==> src/msc_pkg.sv <==
`timescale 1ns / 1ps
// ----------------------------------------------------------------------------
// msc_pkg
// shared widths, types and helpers for the margin slope clamp pipeline
// ----------------------------------------------------------------------------
package msc_pkg;

    localparam int FRAC_SHIFT = 15;
    localparam int SLOPE_W    = 16;
    localparam int ELEV_W     = 25;
    localparam int DEPTH_W    = 20;
    localparam int LEN_W      = 20;
    localparam int SUM_W      = LEN_W + 1;
    localparam int VAL_W      = 34;
    localparam int PROD_W     = SLOPE_W + SUM_W + 1;
    localparam int CMP_W      = VAL_W + FRAC_SHIFT + 1;
    localparam int OUT_W      = 32;
    localparam int NUM_STEP   = 8;
    localparam int STEP_W     = 3;
    localparam int PIPE_DEPTH = NUM_STEP + 3;
    localparam int OCC_W      = $clog2(PIPE_DEPTH + 1);
    localparam int ADDR_W     = 4;
    localparam int DATA_W     = 32;

    localparam logic signed [SLOPE_W-1:0] SLOPE_ZERO = '0;
    localparam logic signed [SLOPE_W-1:0] SLOPE_TOP  = {1'b0, {(SLOPE_W-1){1'b1}}};

    typedef logic signed [VAL_W-1:0]  val_t;
    typedef logic signed [PROD_W-1:0] prod_t;
    typedef logic signed [CMP_W-1:0]  cmp_t;

    // register map, word index
    typedef enum logic [1:0] {
        REG_MIN_BED,
        REG_MAX_BED,
        REG_MIN_WATER,
        REG_MAX_WATER
    } reg_idx_t;

    // clamp steps in pipeline order; the code doubles as the product index
    typedef enum logic [STEP_W-1:0] {
        STEP_UP_BED_MIN,
        STEP_UP_BED_MAX,
        STEP_UP_WATER_MIN,
        STEP_UP_WATER_MAX,
        STEP_DN_BED_MIN,
        STEP_DN_BED_MAX,
        STEP_DN_WATER_MIN,
        STEP_DN_WATER_MAX
    } step_t;

    typedef struct packed {
        logic dn;
        logic water;
        logic use_max;
    } step_flags_t;

    typedef struct packed {
        logic signed [SLOPE_W-1:0] min_bed;
        logic signed [SLOPE_W-1:0] max_bed;
        logic signed [SLOPE_W-1:0] min_water;
        logic signed [SLOPE_W-1:0] max_water;
        logic                      bed_max_en;
        logic                      water_max_en;
    } cfg_t;

    typedef struct packed {
        logic             up_edge;
        logic             dn_edge;
        val_t             elev;
        val_t             depth;
        val_t             d_elev;
        val_t             d_wl;
        val_t             u_elev;
        val_t             u_wl;
        logic [SUM_W-1:0] s_up;
        logic [SUM_W-1:0] s_dn;
    } front_t;

    typedef struct packed {
        logic                       up_edge;
        logic                       dn_edge;
        val_t                       elev;
        val_t                       depth;
        val_t                       d_elev;
        val_t                       d_wl;
        val_t                       u_elev;
        val_t                       u_wl;
        prod_t [NUM_STEP-1:0]       prod;
    } item_t;

    function automatic step_flags_t step_flags(step_t s);
        step_flags_t f;
        unique case (s)
            STEP_UP_BED_MIN:   f = '{dn: 1'b0, water: 1'b0, use_max: 1'b0};
            STEP_UP_BED_MAX:   f = '{dn: 1'b0, water: 1'b0, use_max: 1'b1};
            STEP_UP_WATER_MIN: f = '{dn: 1'b0, water: 1'b1, use_max: 1'b0};
            STEP_UP_WATER_MAX: f = '{dn: 1'b0, water: 1'b1, use_max: 1'b1};
            STEP_DN_BED_MIN:   f = '{dn: 1'b1, water: 1'b0, use_max: 1'b0};
            STEP_DN_BED_MAX:   f = '{dn: 1'b1, water: 1'b0, use_max: 1'b1};
            STEP_DN_WATER_MIN: f = '{dn: 1'b1, water: 1'b1, use_max: 1'b0};
            STEP_DN_WATER_MAX: f = '{dn: 1'b1, water: 1'b1, use_max: 1'b1};
            default:           f = '0;
        endcase
        return f;
    endfunction

    // saturate to the signed output range
    function automatic logic signed [OUT_W-1:0] sat_out(val_t v);
        val_t hi;
        val_t lo;
        hi = val_t'({1'b0, {(OUT_W-1){1'b1}}});
        lo = ~hi;
        if (v > hi)
        begin
            return OUT_W'(hi);
        end
        if (v < lo)
        begin
            return OUT_W'(lo);
        end
        return OUT_W'(v);
    endfunction

endpackage

==> src/msc_step.sv <==
`timescale 1ns / 1ps
// ----------------------------------------------------------------------------
// msc_step
// one clamp step: compare slope against one limit, move elevation or depth
// ----------------------------------------------------------------------------
module msc_step (
    input  logic            clk,
    input  logic            rst_n,
    input  msc_pkg::step_t  step_sel,
    input  msc_pkg::cfg_t   cfg,
    input  logic            in_valid,
    output logic            in_ready,
    input  msc_pkg::item_t  in_item,
    output logic            out_valid,
    input  logic            out_ready,
    output msc_pkg::item_t  out_item
);
    import msc_pkg::*;

    item_t       item_reg, item_next;
    logic        valid_reg;
    step_flags_t f;
    val_t        wl;
    val_t        dz;
    prod_t       p;
    val_t        off;
    cmp_t        lhs;
    cmp_t        rhs;
    logic        max_en;
    logic        at_margin;
    logic        hit;

    assign in_ready = !valid_reg || out_ready;

    always_comb
    begin
        f         = step_flags(step_sel);
        p         = in_item.prod[step_sel];
        off       = val_t'(p >>> FRAC_SHIFT);
        wl        = in_item.elev + in_item.depth;
        max_en    = f.water ? cfg.water_max_en : cfg.bed_max_en;
        at_margin = f.dn ? in_item.dn_edge : in_item.up_edge;

        // slope numerator, oriented downhill
        if (!f.water)
        begin
            dz = f.dn ? (in_item.u_elev - in_item.elev) : (in_item.elev - in_item.d_elev);
        end
        else
        begin
            dz = f.dn ? (in_item.u_wl - wl) : (wl - in_item.d_wl);
        end

        // exact cross-multiplied compare
        lhs = cmp_t'(dz) <<< FRAC_SHIFT;
        rhs = cmp_t'(p);
        hit = f.use_max ? (max_en && (lhs > rhs)) : (lhs < rhs);

        item_next = in_item;
        if (at_margin && hit)
        begin
            if (!f.water)
            begin
                item_next.elev = f.dn ? (in_item.u_elev - off) : (in_item.d_elev + off);
            end
            else
            begin
                item_next.depth = f.dn ? (in_item.u_wl - off - in_item.elev)
                                       : (off + in_item.d_wl - in_item.elev);
            end
        end
    end

    always_ff @(posedge clk or negedge rst_n)
    begin
        if (!rst_n)
        begin
            valid_reg <= 1'b0;
        end
        else if (in_ready)
        begin
            valid_reg <= in_valid;
        end
    end

    always_ff @(posedge clk)
    begin
        if (in_ready && in_valid)
        begin
            item_reg <= item_next;
        end
    end

    assign out_valid = valid_reg;
    assign out_item  = item_reg;

endmodule

==> config.mk <==
export PLATFORM = sky130hd
export DESIGN_NAME = msc_step
export DESIGN_NICKNAME = d
export VERILOG_FILES = /design/src/msc_pkg.sv /design/src/msc_step.sv
export SDC_FILE = /design/constraint.sdc
export NUM_CORES = 1
export LEC_CHECK = 0
export BUFFER_PORTS_ARGS = -buffer_cell sky130_fd_sc_hd__clkbuf_2
export CELL_PAD_IN_SITES_DETAIL_PLACEMENT = 1
export CELL_PAD_IN_SITES_GLOBAL_PLACEMENT = 2
export CORE_AREA = 2 2 432 434
export CTS_BUF_LIST = sky130_fd_sc_hd__clkbuf_4 sky130_fd_sc_hd__clkbuf_8
export DETAILED_ROUTE_END_ITERATION = 16
export DIE_AREA = 0 0 434 436
export GPL_TIMING_DRIVEN = 0
export HOLD_SLACK_MARGIN = 0.06
export PLACE_DENSITY_LB_ADDON = 0.1
export SYNTH_ARGS = -nofsm -noshare
export SYNTH_HDL_FRONTEND = slang
export SYNTH_SLANG_ARGS = --single-unit
export TNS_END_PERCENT = 5
==> constraint.sdc <==
create_clock -name clk -period 15.5 [get_ports clk]
set_input_delay 0.775 -clock clk [delete_from_list [all_inputs] [get_ports clk]]
set_output_delay 0.775 -clock clk [all_outputs]
set_load 0.02 [all_outputs]
# [Word-level counts from Yosys, hierarchy flattened]
# Memory sizes are Yosys's and may differ from the RTL's.
# Index checks and enable logic that the tools add are counted.
[word_totals] regBits=511 rom_bits=24 n_memories=1 inputBits=583
[mem_list] memory="(no name shown)" words=8 width=3 read_ports=1 rd_clocked_by_memory_dff=0 wr=0 line_no="msc_pkg.sv:94" rtl="unique case (s)"
[op_classes] n_addsub=11 magnitude_cmp=3 mux=13 reduce_logical=5
[op_table] op="$mux 34" n=7
[op_table] op="$sub 34x34->34" n=6
[op_table] op="$bmux 38 s3" n=1
[op_table] op="$mux 68" n=1
[op_table] op="$sub 34x23->34" n=2
[op_table] op="$gt 49x38->1" n=1
[op_table] op="$lt 49x38->1" n=1
[op_table] op="$mux 38" n=1
[op_table] op="$add 23x34->34" n=1
[op_table] op="$add 34x23->34" n=1
[op_table] op="$add 34x34->34" n=1
[op_table] op="$lt 3x4->1 const B" n=1
[op_table] op="$logic_and 1x1->1" n=3
[op_table] op="$mux 1" n=3
[op_table] op="$logic_not 1->1" n=1
[op_table] op="$logic_or 1x1->1" n=1

# [Logic depth before layout (Yosys ltp)]
[logic_depth] ltp_word=9 depth_mapped=41 mapped_depth_nobuf=39

# [Least setup slack after synthesis]
# OpenSTA, ideal clock, no wires.
[synth_timing] path_type="input to register" start="input out_ready" end="register item_reg (netlist bit out_item[0]), enable pin" path_slack_ns=1.981 arrival_time_ns=12.580 path_stages=2 n_path_buf=0 setup_ns=0.939 cell_sequence="nand2b_1 -> and2_1"
[synth_via] elab_chain_cells=2
[synth_rtl] element="start: declaration" line_no="msc_step.sv:15" rtl="input logic out_ready,"
[synth_rtl] element="$logic_or 1x1->1" line_no="msc_step.sv:33" rtl="assign in_ready = !valid_reg || out_ready;"
[synth_rtl] element="$logic_and 1x1->1" line_no="msc_step.sv:88" rtl="if (in_ready && in_valid)"
[synth_rtl] element="end signal: assignment" line_no="msc_step.sv:90" rtl="item_reg <= item_next;"
[synth_rtl] element="end: declaration" line_no="msc_step.sv:20" rtl="item_t item_reg, item_next;"
# Every way passes these cells.
# A chain may end at the register's enable or synchronous reset.

==> results.toml <==
[synthesis]
synth_edf_count = 510
syn_avg_cell_area_sq_um = 10.8
async_reset_ff_frac = 0.00196
synth_seq_area_share = 0.419
syn_nets = 4375
synth_top_cell_by_area = "edfxtp_1"
yosysTopAreaCellShare = 0.418
yosys-top-cells-area = "edfxtp_1 42%, ha_1 11%, mux4_2 4.1%, xnor2_1 4.1%, fa_1 4.0%"
synth_ff_type = "edfxtp_1"
synth_seq_cells = 511
yosysWarnings = 0
synth_area_sq_mm = 0.0366
synth_cell_types = 112
syn_inst = 3393

[layout]
layout.nets = 5846
syn_to_final_growth_pct = 38.1
final_cell_mix = "1039 x clkbuf_2, 510 x edfxtp_1, 326 x ha_1"
drive_gt1_frac = 0.278
final_common_cell = "clkbuf_2"
fill_cells = 21400
instances_no_fill = 7437

[die]
coreArea_sq_mm = 0.185
start_util = 0.198
die_h_um = 436
pin_count = 1095
die-area_sq_mm = 0.189
dieWidth_um = 434
rows = 158

[timing]
slew_viol_final = 0
timing.setup.tns_ns = 0
fin_ws_ns = 3.32
hold_ws_ns = 0.184
rsz0062_at_grt = "no"
max_clock_freq_mhz = 82.1
setup_viol = 0
fin_crit_sh = 0.786
hold_violations = 0
maxSlewHeadroom = 0.0689
period_minus_slack_ns = 12.18
tightest_slew_ns = 1.40
clock_skew_ns = 0.0670

[outcome]
status = "finished clean"

[placement]
dp.cells = 6914
portBuffers = 1028
dp_slack_ns = 2.21
gp_congestion = 0.855
dp_hpwl_um = 188000

[clock_tree]
htreeDepth = 3
numCtsBuffers = 103
post-cts-setup-buffers = 0
cts_tree = "done"
cts_root_buf = "clkbuf_8"
cts.sink_count = 511
clk_path_buf_depth = 3
worstSkewPairLatency_ns = 0.89
clk_pin_slew_ns = 0.06

[critical_path]
crit_type = "primary input to flip-flop"
slowest_delay_ns = 0.63
path_common_cell = "nand2_1"
start_kind = "primary input"
worstPathRequired_ns = 16.14
r2r-start = "out_valid"
cp_slowest_cell = "nor3_2"
critPathMaxFanout = 10
r2r_end = "out_item[47]"
reg2reg_slack_ns = 12.63
reg2reg_depth = 6
worstPathArrival_ns = 12.82
end_kind = "flip-flop"

[global_route]
grt.overflow.total = 0
antenna_found_initial = 49
grt_pass1_vias = 35600
gr-usage-all-layers = 0.231
grt_pass1_wl_um = 299000
grt_max_degree = 66

[pwr]
leakage_uw = 0.0222
vdd.ir_drop.worst_mv = 0.0779
powerDensity_mw_per_mm2 = 110

[run]
drv_cap = 0

[drt]
wl_per_cell_um = 30.1
drc = 0
drtIter0Drc = 1758
route.met2.wl_um = 108000
ant_nets = 0
highest_layer = "met5"
vias = 33600
routed-wl-met3_um = 10200
avgViaCountPerCell = 4.52
dr.pass1.iters = 4
wl_um = 224000
wirelength_met1_um = 99000

[worst_hold_path]
hp-class = "primary input to flip-flop"
holdPathStages = 1
hold_end = "out_item[26]"
min_from = "in_item[26]"
-- metrics by stage --
stage	util	instance area, sq um	power (uW)
2_1_floorplan	-	36600	3200
5_1_grt	0.274	50600	5930
3_3_place_gp	0.243	44900	4110
4_1_cts	0.274	50600	5670
3_5_place_dp	0.245	45300	4060
6_report	0.274	50600	5580
-- registers in the layout (all words and copies together), names as in the netlist --
name	count
out_item	510
out_valid	1
-- cells by family (layout without fill, tap and decap cells) --
group | after synthesis | in the layout | synth area share
compound gates | 923 | 923 | 0.165
simple gates | 831 | 831 | 0.110
flops | 511 | 511 | 0.419
fa+ha+maj | 411 | 411 | 0.155
buf+inv | 367 | 1919 | 0.0395
xor+xnor | 260 | 260 | 0.0636
mux | 90 | 90 | 0.0479
other cells | 0 | 12 | 0
-- worst max path at each step --
stage / from / to / slack, ns
after floorplan: out_ready / out_item[0] / 1.98
after global placement: out_ready / out_item[404] / -5.27
after detailed placement: in_item[475] / out_item[440] / 2.21
after CTS: in_item[475] / out_item[440] / 3.20
after global routing: in_item[474] / out_item[440] / 2.76
final: in_item[474] / out_item[440] / 3.32
-- cell type report --
| type | instances | area [sq um] | share of cell area |
|---|---|---|---|
| diodes | 12 | 30.0 | 0.000593 |
| plain buffers | 71 | 353 | 0.00697 |
| clock buffers | 138 | 1680 | 0.0332 |
| clock inverters | 48 | 392 | 0.00774 |
| inverters | 296 | 1110 | 0.0220 |
| multi-input cells | 2515 | 19900 | 0.393 |
| flip-flops and latches | 511 | 15300 | 0.303 |
| well taps | 2480 | 3100 | 0.0613 |
| repair buffers | 1366 | 8730 | 0.173 |
-- synth_stat cells, types with 16 or more instances --
| cell type | instances |
|---|---|
| o21ai_1 | 51 |
| o21bai_1 | 35 |
| edfxtp_1 | 510 |
| and2_1 | 33 |
| fa_1 | 73 |
| nor3_1 | 46 |
| inv_1 | 292 |
| a31oi_1 | 31 |
| o21ai_0 | 131 |
| nand4_1 | 36 |
| and3_1 | 23 |
| nand2_1 | 227 |
| xnor2_1 | 171 |
| nor2b_1 | 37 |
| o21a_1 | 45 |
| nor4_1 | 22 |
| a21oi_1 | 264 |
| mux4_2 | 67 |
| o211ai_1 | 16 |
| nand2b_1 | 50 |
| clkbuf_1 | 39 |
| xor2_1 | 85 |
| nor2_1 | 233 |
| ha_1 | 326 |
| a211oi_1 | 62 |
| nand3_1 | 55 |
| or3_1 | 17 |
| a21o_1 | 146 |
-- where the power goes --
part | switching (uW) | total (uW) | internal (uW)
logic | 1500 | 2430 | 923
registers | 40.6 | 1670 | 1630
clock network | 717 | 1480 | 765
-- routing by layer --
metal,track usage,vias up
met5,0,-
met4,0.0734,6
met3,0.0355,217
met2,0.392,939
met1,0.299,16900
li1,-,15600
-- worst max-delay path, delay by kind of cell --
kind	cells	cell delay (ns)
compound gates	17	4.25
xor+xnor	2	0.50
fa+ha+maj	4	1.52
buf+inv	4	1.08
mux	2	0.63
simple gates	13	3.92
-- what timing repair did --
action | in CTS | in global routing
hold buffers | 325 | 0
endpoints found under the hold margin | 324 | 0
gates resized for setup | 0 | 0
(Power assumes the default switching activity.)
