File: src/msc_pkg.sv
`timescale 1ns / 1ps
// ----------------------------------------------------------------------------
// msc_pkg
// shared widths, types and helpers for the margin slope clamp pipeline
// ----------------------------------------------------------------------------
package msc_pkg;

    localparam int FRAC_SHIFT = 15;
    localparam int SLOPE_W    = 16;
    localparam int ELEV_W     = 25;
    localparam int DEPTH_W    = 20;
    localparam int LEN_W      = 20;
    localparam int SUM_W      = LEN_W + 1;
    localparam int VAL_W      = 34;
    localparam int PROD_W     = SLOPE_W + SUM_W + 1;
    localparam int CMP_W      = VAL_W + FRAC_SHIFT + 1;
    localparam int OUT_W      = 32;
    localparam int NUM_STEP   = 8;
    localparam int STEP_W     = 3;
    localparam int PIPE_DEPTH = NUM_STEP + 3;
    localparam int OCC_W      = $clog2(PIPE_DEPTH + 1);
    localparam int ADDR_W     = 4;
    localparam int DATA_W     = 32;

    localparam logic signed [SLOPE_W-1:0] SLOPE_ZERO = '0;
    localparam logic signed [SLOPE_W-1:0] SLOPE_TOP  = {1'b0, {(SLOPE_W-1){1'b1}}};

    typedef logic signed [VAL_W-1:0]  val_t;
    typedef logic signed [PROD_W-1:0] prod_t;
    typedef logic signed [CMP_W-1:0]  cmp_t;

    // register map, word index
    typedef enum logic [1:0] {
        REG_MIN_BED,
        REG_MAX_BED,
        REG_MIN_WATER,
        REG_MAX_WATER
    } reg_idx_t;

    // clamp steps in pipeline order; the code doubles as the product index
    typedef enum logic [STEP_W-1:0] {
        STEP_UP_BED_MIN,
        STEP_UP_BED_MAX,
        STEP_UP_WATER_MIN,
        STEP_UP_WATER_MAX,
        STEP_DN_BED_MIN,
        STEP_DN_BED_MAX,
        STEP_DN_WATER_MIN,
        STEP_DN_WATER_MAX
    } step_t;

    typedef struct packed {
        logic dn;
        logic water;
        logic use_max;
    } step_flags_t;

    typedef struct packed {
        logic signed [SLOPE_W-1:0] min_bed;
        logic signed [SLOPE_W-1:0] max_bed;
        logic signed [SLOPE_W-1:0] min_water;
        logic signed [SLOPE_W-1:0] max_water;
        logic                      bed_max_en;
        logic                      water_max_en;
    } cfg_t;

    typedef struct packed {
        logic             up_edge;
        logic             dn_edge;
        val_t             elev;
        val_t             depth;
        val_t             d_elev;
        val_t             d_wl;
        val_t             u_elev;
        val_t             u_wl;
        logic [SUM_W-1:0] s_up;
        logic [SUM_W-1:0] s_dn;
    } front_t;

    typedef struct packed {
        logic                       up_edge;
        logic                       dn_edge;
        val_t                       elev;
        val_t                       depth;
        val_t                       d_elev;
        val_t                       d_wl;
        val_t                       u_elev;
        val_t                       u_wl;
        prod_t [NUM_STEP-1:0]       prod;
    } item_t;

    function automatic step_flags_t step_flags(step_t s);
        step_flags_t f;
        unique case (s)
            STEP_UP_BED_MIN:   f = '{dn: 1'b0, water: 1'b0, use_max: 1'b0};
            STEP_UP_BED_MAX:   f = '{dn: 1'b0, water: 1'b0, use_max: 1'b1};
            STEP_UP_WATER_MIN: f = '{dn: 1'b0, water: 1'b1, use_max: 1'b0};
            STEP_UP_WATER_MAX: f = '{dn: 1'b0, water: 1'b1, use_max: 1'b1};
            STEP_DN_BED_MIN:   f = '{dn: 1'b1, water: 1'b0, use_max: 1'b0};
            STEP_DN_BED_MAX:   f = '{dn: 1'b1, water: 1'b0, use_max: 1'b1};
            STEP_DN_WATER_MIN: f = '{dn: 1'b1, water: 1'b1, use_max: 1'b0};
            STEP_DN_WATER_MAX: f = '{dn: 1'b1, water: 1'b1, use_max: 1'b1};
            default:           f = '0;
        endcase
        return f;
    endfunction

    // saturate to the signed output range
    function automatic logic signed [OUT_W-1:0] sat_out(val_t v);
        val_t hi;
        val_t lo;
        hi = val_t'({1'b0, {(OUT_W-1){1'b1}}});
        lo = ~hi;
        if (v > hi)
        begin
            return OUT_W'(hi);
        end
        if (v < lo)
        begin
            return OUT_W'(lo);
        end
        return OUT_W'(v);
    endfunction

endpackage

File: src/msc_regs.sv
`timescale 1ns / 1ps
// ----------------------------------------------------------------------------
// msc_regs
// apb slope limit registers and min/max order flags
// ----------------------------------------------------------------------------
module msc_regs (
    input  logic                       clk,
    input  logic                       rst_n,
    input  logic                       psel,
    input  logic                       penable,
    input  logic                       pwrite,
    input  logic [msc_pkg::ADDR_W-1:0] paddr,
    input  logic [msc_pkg::DATA_W-1:0] pwdata,
    output logic [msc_pkg::DATA_W-1:0] prdata,
    output logic                       pready,
    output msc_pkg::cfg_t              cfg
);
    import msc_pkg::*;

    logic signed [SLOPE_W-1:0] min_bed_reg, min_bed_next;
    logic signed [SLOPE_W-1:0] max_bed_reg, max_bed_next;
    logic signed [SLOPE_W-1:0] min_water_reg, min_water_next;
    logic signed [SLOPE_W-1:0] max_water_reg, max_water_next;
    logic                      wr_en;
    reg_idx_t                  idx;
    logic signed [SLOPE_W-1:0] wdata;

    assign pready = 1'b1;
    assign wr_en  = psel && penable && pwrite && pready;
    assign idx    = reg_idx_t'(paddr[ADDR_W-1:2]);
    assign wdata  = pwdata[SLOPE_W-1:0];

    always_comb
    begin
        min_bed_next   = min_bed_reg;
        max_bed_next   = max_bed_reg;
        min_water_next = min_water_reg;
        max_water_next = max_water_reg;
        if (wr_en)
        begin
            unique case (idx)
                REG_MIN_BED:   min_bed_next   = wdata;
                REG_MAX_BED:   max_bed_next   = wdata;
                REG_MIN_WATER: min_water_next = wdata;
                REG_MAX_WATER: max_water_next = wdata;
                default:       ;
            endcase
        end
    end

    always_ff @(posedge clk or negedge rst_n)
    begin
        if (!rst_n)
        begin
            min_bed_reg   <= SLOPE_ZERO;
            max_bed_reg   <= SLOPE_TOP;
            min_water_reg <= SLOPE_ZERO;
            max_water_reg <= SLOPE_TOP;
        end
        else
        begin
            min_bed_reg   <= min_bed_next;
            max_bed_reg   <= max_bed_next;
            min_water_reg <= min_water_next;
            max_water_reg <= max_water_next;
        end
    end

    // readback, sign extended
    always_comb
    begin
        unique case (idx)
            REG_MIN_BED:   prdata = DATA_W'(min_bed_reg);
            REG_MAX_BED:   prdata = DATA_W'(max_bed_reg);
            REG_MIN_WATER: prdata = DATA_W'(min_water_reg);
            REG_MAX_WATER: prdata = DATA_W'(max_water_reg);
            default:       prdata = '0;
        endcase
    end

    always_comb
    begin
        cfg.min_bed      = min_bed_reg;
        cfg.max_bed      = max_bed_reg;
        cfg.min_water    = min_water_reg;
        cfg.max_water    = max_water_reg;
        cfg.bed_max_en   = (min_bed_reg <= max_bed_reg);
        cfg.water_max_en = (min_water_reg <= max_water_reg);
    end

endmodule

File: config.mk
export PLATFORM = sky130hd
export DESIGN_NAME = msc_regs
export DESIGN_NICKNAME = d
export VERILOG_FILES = /design/src/msc_pkg.sv /design/src/msc_regs.sv
export SDC_FILE = /design/constraint.sdc
export NUM_CORES = 1
export LEC_CHECK = 0
export ABC_AREA = 1
export ABC_CLOCK_PERIOD_IN_PS = 2000
export BUFFER_PORTS_ARGS = -buffer_cell sky130_fd_sc_hd__buf_2
export CELL_PAD_IN_SITES_DETAIL_PLACEMENT = 1
export CELL_PAD_IN_SITES_GLOBAL_PLACEMENT = 1
export CORE_MARGIN = 1
export CORE_UTILIZATION = 33
export DETAILED_ROUTE_END_ITERATION = 10
export PLACE_DENSITY_LB_ADDON = 0.1
export SLEW_MARGIN = 5
export SYNTH_ARGS = -nofsm -noshare
export SYNTH_HDL_FRONTEND = slang
export SYNTH_SLANG_ARGS = --single-unit
export TNS_END_PERCENT = 1
File: constraint.sdc
create_clock -name clk -period 2 [get_ports clk]
set_input_delay 0.4 -clock clk [delete_from_list [all_inputs] [get_ports clk]]
set_output_delay 0.4 -clock clk [all_outputs]
set_load 0.005 [all_outputs]
# Word level (Yosys, flattened, before mapping)
# Index checks and enable logic that the tools add are counted.
dict set report totals {
  out_inout_bits 99
  wordCells 17
  ff_bits 64
  inputBits 41
}
dict set report op_classes {
  n_reduce_logical 7
  order_cmp 2
  n_eq_ne 3
  n_mux 1
}
# operator count
set ops {}
lappend ops {{$pmux W32 S4} 1}
lappend ops {{$le A16 B16 Y1} 2}
lappend ops {{$reduce_and A2 Y1} 4}
lappend ops {{$eq A2 B2 Y1 const B} 2}
lappend ops {{$eq A2 B1 Y1 const B} 1}
lappend ops {{$logic_and A1 B1 Y1} 2}
lappend ops {{$logic_not A2 Y1} 1}

# Logic depth before layout (Yosys ltp)
# Gate-level depths: netlist (run 1).
dict set report logic_depth {
  ltp_word 3
  depth_mapped 13
  depth_no_buf 13
}

# Worst setup path before layout (run 1)
# Ideal clock, no wire load.
dict set report synth_path {
  kind {input-to-output}
  start {input paddr[2] in the netlist's numbering}
  end {output prdata[16] in the netlist's numbering}
  arrival_ns 1.661
  path_buffers 2
  slack_ns -0.061
  stages 4
  required_ns 1.600
  path_cell_list {nand2_2 buf_2 o2111ai_1 buf_4}
}
dict set report synth_via {
  elab_chain_len 2
  word_cells_on_any_way 5
  cone_classes {3 x eq/ne; 1 x mux; 1 x reduce/logical}
}
# item line
set synth_lines {}
lappend synth_lines {{start, declared} msc_regs.sv:12} ;# input logic [msc_pkg::ADDR_W-1:0] paddr,
lappend synth_lines {{$eq A2 B2 Y1, or another cell as far along} msc_regs.sv:72} ;# unique case (idx)
lappend synth_lines {{$pmux W32 S4 *} msc_regs.sv:72}
lappend synth_lines {{end, declared} msc_regs.sv:14} ;# output logic [msc_pkg::DATA_W-1:0] prdata,
# Every way passes the cells marked *; elsewhere a longest branch is shown, timed or not.

==> results of run 1 <==
cell usage in the layout (no fill, tap or decap), types with 3 or more instances in the layout:
master     Yosys  layout
nand2_2        2      10
nand3_2        0       3
nand4_1        3       3
nor2_1        10       7
o2111ai_1     15      14
ha_4           0      17
nand3_1        8       5
nand2_4        3       3
ha_1          32      14
buf_2          3     120
clkbuf_8       0       3
a21oi_1       12       4
nor2_4         3       4
o21ai_2       45      45
inv_2          3       9
o21ai_1        5       6
inv_1         58      52
clkbuf_16      0       9
o21ai_0       16      15
dfrtp_1       34      34
nand2_1      149     141
a21oi_2        0       7
buf_4         20      66
dfstp_2       30      30
how the worst min path moves through the flow:
stage | from | endpoint | slack, ns | cells after the start
5_1_grt | rst_n | min_bed_reg[7]$_DFFE_PN0P_ | 0.12 | 2
4_1_cts | rst_n | min_bed_reg[7]$_DFFE_PN0P_ | 0.09 | 2
3_5_place_dp | rst_n | min_water_reg[5]$_DFFE_PN0P_ | 0.45 | 2
2_1_floorplan | rst_n | max_bed_reg[15]$_DFFE_PN0P_ | 0.10 | 0
6_report | rst_n | min_water_reg[5]$_DFFE_PN0P_ | 0.08 | 2
3_3_place_gp | rst_n | min_water_reg[5]$_DFFE_PN0P_ | 0.45 | 2
final cells by class:
class	count	area, um2
clock inverters	3	40.0
flip-flops and latches	64	1640
inverters	61	229
clock buffers	13	270
fillers	1386	5940
repair buffers	188	1140
multi-input cells	309	2180
well taps	143	179
layer usage:
metal,GRT usage,up-vias
li1,-,1835
met4,0.0862,0
met3,0.0362,12
met2,0.376,84
met5,0,-
met1,0.252,1813
what timing repair did:
item / CTS / global route
endpoints found under the setup margin: 2 / 19
resized for setup: 31 / 20
pin swaps: 17 / 14
buffers inserted: 1 / 2
power groups by stage:
stage	combinational [mW]	sequential, mW	clock, mW
floorplan	1.13	1.92	0
global placement	2.22	1.86	0
detailed placement	2.28	1.87	0
CTS	2.49	1.87	1.69
global route	2.95	1.93	1.74
finish	2.62	1.89	1.65
through the flow:
step | total power [mW] | std cells | worst slack (ns)
3_5_place_dp | 4.15 | 762 | -0.138
6_report | 6.16 | 781 | -0.403
2_1_floorplan | 3.06 | 467 | 0.197
4_1_cts | 6.06 | 779 | -0.359
3_3_place_gp | 4.08 | 762 | -0.118
5_1_grt | 6.62 | 781 | -0.510
cell families after synthesis:
| logic type | Yosys count |
|---|---|
| AND/OR/NAND/NOR | 181 |
| AO/OA/AOI/OAI | 95 |
| buffers and inverters | 94 |
| flip-flops | 64 |
| adder cells (fa/ha/maj) | 32 |
| other | 1 |
==> results.md, run 1 <==
- Register area share after synthesis: 0.410
- Final min period: 2.40 ns
- Clk pwr share: 0.267
- Syn Std Cell Area: 3990 um2
- Syn. warnings: 0
- Die footprint: 12500 um2
- Wire per inst: 16.0 um
- Pwr/cell area: 1090 nW/um2
- Residual DRC: 6
- Congestion Overflow GR: 0
- Num ports: 140
- Mux cell area share after synthesis: 0
- Area delta synth->final: 42.0%
- Max incr delay on CP: 0.53 ns
- Post-synth EDFFs: 0
- Post-synthesis simple-gate area fraction: 0.189
- Skew final: 0 ns
- Setup crit start: max_bed_reg[11]$_DFFE_PN1P_
- Worst R2R End: max_bed_reg[10]$_DFFE_PN1P_
- Detail Route Antenna Nets: 0
- Core area: 11600 um2
- Critical Path Sink: cfg[1]
- Largest net degree at the start of global routing: 65
- Maximum VDD drop: 0.000433 V
- Ys async rst share: 1.00
- WP data arrival: 2.00 ns
- Max Slew Vio Count: 0
- Top-count cell post-synth: nand2_1
- Die Span X: 112 um
- Number of global-route vias before repair: 3929
- Placer congestion estimate: 0.765
- CP top delay family: flip-flops
- Setup TNS: -0.742 ns
- Worst slew pin tran: 0.574 ns
- First-pass GRT wire length: 20300 um
- Total wire length: 12500 um
- TritonCTS clock tree: yes
- Compound-gate portion of the synthesized area: 0.177
- Clock latency on the worst-skew pair: 0.33 ns
- Worst EP required: 1.60 ns
- Fmax: 416 MHz
- Root buffer cell: clkbuf_16
- Yosys top cell area share: 0.213
- Largest family of logic cells by synthesized area: simple AND/OR/NAND/NOR gates
- Worst reg2reg setup slack: 1.03 ns
- Leak pwr: 2.94 nW
- Fin. Hold Viols: 0
- Fin nets: 706
- Layout Cell Area excl Fill: 5670 um2
- Layout Utilization: 0.488
- Rel. slew slack: 0.617
- Failing checks: design-rule violations, negative setup slack
- CTS buffer count: 9
- Worst Path Buf+Inv: 3
- HPWL Detailed: 9030 um
- Reg2Reg Depth: 4
- Reg2reg start: max_bed_reg[10]$_DFFE_PN1P_
- Crit-path slowest cell: dfstp_2
- Combinational power share: 0.426
- Critical path type: flop to primary output
- Switching pwr: 2.14 mW
- WP depth: 10
- Iter 0 DRT Violations: 94
- Max Cap Viol: 0
- Hold-fix buffers at CTS: 0
- Mean number of vias per cell: 4.79
- Met3 routed WL: 491 um
- Initial antenna violation count: 0
- Synth top cells by count: nand2_1 (149), inv_1 (58), o21ai_2 (45)
- Synth Flop Type: dfrtp_1
- Final setup margin: -0.403 ns
- DR top layer: met4
- Antenna cells: 0
- Outcome: finished with violations
- RSZ-0062 raised after global routing: true
- CP Max Fanout: 2
- Port Buffers: 120
- CTS H-tree depth: 3
- CP startpoint kind: flop
- Via count: 3744
- Synthesized flop and latch total: 64
- Crit-path cells: inv_2 > ha_4 > buf_4 > a21oi_2 > nand2_2 > a21oi_2 > nand2_1 > nand2_1 > nand3_2 > buf_2
- Post-synth net total: 540
- Final setup vio count: 2
- Post-Synth XOR/XNOR Area: 0
- Worst setup EP type: primary output
- Placed inst area: 5030 um2
- Detailed Routing Iterations Pass 1: 7
- Longest Clk Path Bufs: 2
- Gate Count Post-Synth: 467
- Hold_ws: 0.0820 ns
- Synth top area cells: dfrtp_1 (21%), dfstp_2 (20%), nand2_1 (14%)
- Die Ht: 112 um
- Share of post-route cells with drive strength above 1: 0.531
- Sw Share: 0.348
- M1 WL: 5350 um
- Clock transition at path regs: 0.06 ns
- Reg power frac: 0.307
- Met2 wire length: 6450 um
- Avg Cell Area, Syn: 8.55 um2
- GRT Resource Usage Total: 0.211
- Final Cycle Share: 1.20
- Internal power consumption: 4.02 mW
- Yosys cell types: 25
- # rows: 39
- Post-synth top area cell: dfrtp_1
- Clock Sink Count: 64
- Type of the worst min-delay path: primary input to asynchronous set/reset pin
- Synth Area in Adders: 0.100
- Initial Util: 0.344
(Power assumes the default switching activity.)
==> run 2: changes to the inputs <==
Settings changed: CORE_ASPECT_RATIO from default to 1.4.
==> results.md, run 2 (synthesis gave the netlist of run 1 again) <==
- Final setup margin: -0.411 ns
- TritonCTS clock tree: yes
- CTS buffer count: 9
- Mean number of vias per cell: 4.82
- Hold-fix buffers at CTS: 0
- Total wire length: 12600 um
- Num ports: 140
- Crit-path cells: inv_2 > ha_4 > nand4_1 > nor3_2 > nand2_2 > nand2_1 > nand2_1 > nand3_2 > buf_2
- Type of the worst min-delay path: primary input to asynchronous set/reset pin
- Detailed Routing Iterations Pass 1: 4
- Critical Path Sink: cfg[0]
- Root buffer cell: clkbuf_16
- Die Ht: 132 um
- # rows: 47
- Initial Util: 0.338
- Layout fillers: 1441
- Fmax: 415 MHz
- Worst slew pin tran: 0.632 ns
- Initial antenna violation count: 0
- Fin nets: 702
- Residual DRC: 0
- Worst R2R End: max_bed_reg[11]$_DFFE_PN1P_
- Fin. Hold Viols: 0
- Leak pwr: 2.89 nW
- WP data arrival: 2.01 ns
- Share of post-route cells with drive strength above 1: 0.505
- Largest net degree at the start of global routing: 65
- Maximum VDD drop: 0.000499 V
- RSZ-0062 raised after global routing: true
- Clock latency on the worst-skew pair: 0.33 ns
- CP Max Fanout: 3
- Pre-CTS setup slack: -0.211 ns
- Final non-filler cell total: 780
- Hold_ws: 0.0819 ns
- Setup TNS: -0.739 ns
- Port Buffers: 120
- Worst reg2reg setup slack: 1.13 ns
- Number of global-route vias before repair: 4070
- Most frequent CP cell: nand2_1
- HPWL Detailed: 9240 um
- Crit-path slowest cell: dfstp_2
- Max Slew Vio Count: 0
- Pwr/cell area: 1060 nW/um2
- Detail Route Antenna Nets: 0
- CP startpoint kind: flop
- Failing checks: negative setup slack
- Layout Utilization: 0.467
- Commonest non-fill, non-tap cell in the layout: nand2_1
- Via count: 3760
- Iter 0 DRT Violations: 100
- Final Cycle Share: 1.21
- Worst EP required: 1.60 ns
- Worst setup EP type: primary output
- Outcome: finished with violations
- GRT Resource Usage Total: 0.216
- Skew final: 0 ns
- Critical path type: flop to primary output
- Reg2Reg Depth: 3
- Congestion Overflow GR: 0
- Max incr delay on CP: 0.54 ns
- Area delta synth->final: 38.2%
- Placed cells: 765
- Reg2reg start: max_bed_reg[11]$_DFFE_PN1P_
- First-pass GRT wire length: 20500 um
- Commonest non-fill, non-tap cells in the layout: nand2_1 (145), buf_2 (120), buf_4 (62)
- Wire per inst: 16.1 um
- Rel. slew slack: 0.577
- Die Span X: 95.0 um
- Setup crit start: max_water_reg[11]$_DFFE_PN1P_
- Core area: 11800 um2
- Longest Clk Path Bufs: 2
- Clock Sink Count: 64
- Final setup vio count: 2
- Placer congestion estimate: 0.815
- Max Cap Viol: 0
- Register area: 1640 um2
- Area occupied by multi-input gates: 2090 um2
- CTS H-tree depth: 3
- Die footprint: 12600 um2
- Final min period: 2.41 ns
- Clock transition at path regs: 0.05 ns
## run 2: cell count changes in the layout (fill, tap and decap cells not counted), sizes merged
| cell | delta |
|---|---|
| diode | +1 |
| clkinv | -1 |
| buf | -4 |
| bufinv | -1 |
## run 2: through the flow
stage / cell area (um2) / total power, mW
after floorplan: 4000 / 3.06
after global placement: 5030 / 4.10
after detailed placement: 5030 / 4.18
after CTS: 5400 / 5.80
after global routing: 5520 / 6.30
final: 5520 / 5.83
## run 2: timing repair
item	in CTS	in global routing
pin swaps	9	10
setup endpoints to repair	2	2
cloned	0	0
setup buffers	0	0
gates resized for setup	20	16
## run 2: area by class of cell
cell class / instances / area share
antenna: 1 / 0.000453
clock buffer: 13 / 0.0472
clock inverter: 1 / 0.000907
inverter: 61 / 0.0415
multi-input combinational: 309 / 0.379
sequential: 64 / 0.297
tap: 147 / 0.0333
timing repair buffer: 184 / 0.200
## run 2: routing by layer
metal,track usage,part of all wire,vias to the layer above
li1,-,-,1826
met1,0.239,0.39,1834
met2,0.402,0.56,89
met3,0.0467,0.041,11
met4,0.0572,0.013,0
met5,0,0,-
## run 2: how the worst min path moves through the flow
| stage | end | depth (start not counted) |
|---|---|---|
| 2_1_floorplan | max_bed_reg[15]$_DFFE_PN0P_ | 0 |
| 3_3_place_gp | min_water_reg[12]$_DFFE_PN0P_ | 2 |
| 3_5_place_dp | min_water_reg[13]$_DFFE_PN0P_ | 2 |
| 4_1_cts | min_water_reg[15]$_DFFE_PN0P_ | 2 |
| 5_1_grt | min_water_reg[13]$_DFFE_PN0P_ | 2 |
| 6_report | min_water_reg[13]$_DFFE_PN0P_ | 2 |
## run 2: worst max-delay path: cells and delay by family, from the launching register on
kind	cells	cell delay, ns
buffers and inverters	2	0.16
flip-flops	1	0.54
AND/OR/NAND/NOR	6	0.70
adder cells (fa/ha/maj)	1	0.27
## run 2: report_power, final
group | leakage (nW) | internal [mW] | switching (mW)
Combinational | 2.01 | 1.23 | 1.25
Sequential | 0.746 | 1.65 | 0.239
Clock | 0.132 | 0.891 | 0.566
Total | 2.89 | 3.78 | 2.06
==> run 3: changes to the inputs <==
Settings changed: TNS_END_PERCENT 1 to 100.
==> results.md, run 3 (synthesis gave the netlist of run 1 again) <==
- Skew final: 0 ns
- Clock latency on the worst-skew pair: 0.34 ns
- Detail Route Antenna Nets: 0
- Pwr/cell area: 1060 nW/um2
- CP startpoint kind: flop
- Antenna cells: 0
- Worst slew pin tran: 0.635 ns
- CTS buffer count: 9
- RSZ-0062 raised after global routing: true
- Area delta synth->final: 39.9%
- Most frequent CP cell: nand2_1
- Rel. slew slack: 0.575
- Share of post-route cells with drive strength above 1: 0.521
- Die Ht: 132 um
- Residual DRC: 0
- TritonCTS clock tree: yes
- Max incr delay on CP: 0.54 ns
- Wire per inst: 16.2 um
- First-pass GRT wire length: 20700 um
- CP top delay family: simple AND/OR/NAND/NOR gates
- Max Slew Vio Count: 0
- Worst EP required: 1.60 ns
- Reg2reg start: max_bed_reg[10]$_DFFE_PN1P_
- Placer congestion estimate: 0.815
- Initial Util: 0.338
- Clock transition at path regs: 0.06 ns
- Worst setup EP type: primary output
- HPWL Detailed: 9240 um
- Via count: 3785
- Leak pwr: 2.89 nW
- Final Cycle Share: 1.20
- Worst Path Buf+Inv: 2
- Final setup vio count: 2
- # rows: 47
- Type of the worst min-delay path: primary input to asynchronous set/reset pin
- Crit-path cells: inv_2 > ha_4 > nand4_1 > nor3_2 > nand2_2 > nand2_1 > nand2_1 > nand3_2 > buf_2
- Root buffer cell: clkbuf_16
- Num ports: 140
- Final setup margin: -0.400 ns
- Outcome: finished with violations
- Commonest non-fill, non-tap cells in the layout: nand2_1 (145), buf_2 (120), buf_4 (63)
- Initial antenna violation count: 0
- Congestion Overflow GR: 0
- WP data arrival: 2.00 ns
- Pwr Total: 5.90 mW
- Crit-path slowest cell: dfstp_2
- Detailed Routing Iterations Pass 1: 4
- Max Cap Viol: 0
- Fin nets: 703
- Worst reg2reg setup slack: 1.06 ns
- Total wire length: 12600 um
- Core area: 11800 um2
- Hold-fix buffers at CTS: 0
- Final non-filler cell total: 780
- Fin. Hold Viols: 0
- Commonest non-fill, non-tap cell in the layout: nand2_1
- Iter 0 DRT Violations: 89
- Largest net degree at the start of global routing: 65
- Port Buffers: 120
- Mean number of vias per cell: 4.85
- Number of global-route vias before repair: 4107
- Failing checks: negative setup slack
- Die Span X: 95.0 um
- GRT Resource Usage Total: 0.217
- Reg2Reg Depth: 4
- Final min period: 2.40 ns
- CTS H-tree depth: 3
- Hold_ws: 0.0796 ns
- Critical path type: flop to primary output
- Die footprint: 12600 um2
- Clock Sink Count: 64
- CP Max Fanout: 3
- Placed cells: 765
- Longest Clk Path Bufs: 2
- Fmax: 417 MHz
- Maximum VDD drop: 0.000510 V
- Worst R2R End: max_bed_reg[10]$_DFFE_PN1P_
## run 3: metal layers
layer  track usage  routed length [um]
met3        0.0502                 506
met5             0                   0
met4        0.0623                 145
met2         0.403                7070
met1         0.240                4910
## run 3: repair_timing
action / in CTS / in global routing
pin swaps: 22 / 7
gates cloned: 0 / 0
setup buffers: 1 / 0
setup endpoints to repair: 2 / 2
gates resized for setup: 37 / 10
## run 3: metrics by stage
step	TNS (ns)	utilization	instance area (um2)	setup WS [ns]
2_1_floorplan	0	-	4000	0.197
3_3_place_gp	-0.150	0.425	5030	-0.127
3_5_place_dp	-0.248	0.425	5030	-0.211
4_1_cts	-0.755	0.467	5520	-0.446
5_1_grt	-1.02	0.473	5590	-0.515
6_report	-0.695	0.473	5590	-0.400
## run 3: worst register-to-register path, delay by kind of cell, from the launching register on
kind	cells	cell delay (ns)
compound gates	1	0.08
simple gates	1	0.06
flops	1	0.54
buf+inv	2	0.20
## run 3: layout make-up
cell class,count,area (um2)
fillers,1440,6230
multi-input cells,309,2160
flip-flops and latches,64,1640
repair buffers,185,1110
clock buffers,13,260
inverters,61,229
well taps,147,184
clock inverters,1,5.00
## run 3: worst max path at each step
| stage | from | endpoint | slack [ns] | depth (start not counted) |
|---|---|---|---|---|
| finish | max_water_reg[11]$_DFFE_PN1P_ | cfg[0] | -0.40 | 9 |
| global route | max_water_reg[6]$_DFFE_PN1P_ | cfg[0] | -0.52 | 11 |
| CTS | max_water_reg[9]$_DFFE_PN1P_ | cfg[0] | -0.45 | 9 |
| detailed placement | max_water_reg[11]$_DFFE_PN1P_ | cfg[0] | -0.21 | 8 |
| global placement | max_water_reg[13]$_DFFE_PN1P_ | cfg[0] | -0.13 | 9 |
| floorplan | max_water_reg[11]$_DFFE_PN1P_ | cfg[0] | 0.20 | 8 |
## run 3: power by group
part | switching (mW) | internal (mW) | total, mW
clock network | 0.567 | 0.891 | 1.46
logic | 1.27 | 1.27 | 2.54
registers | 0.253 | 1.65 | 1.90
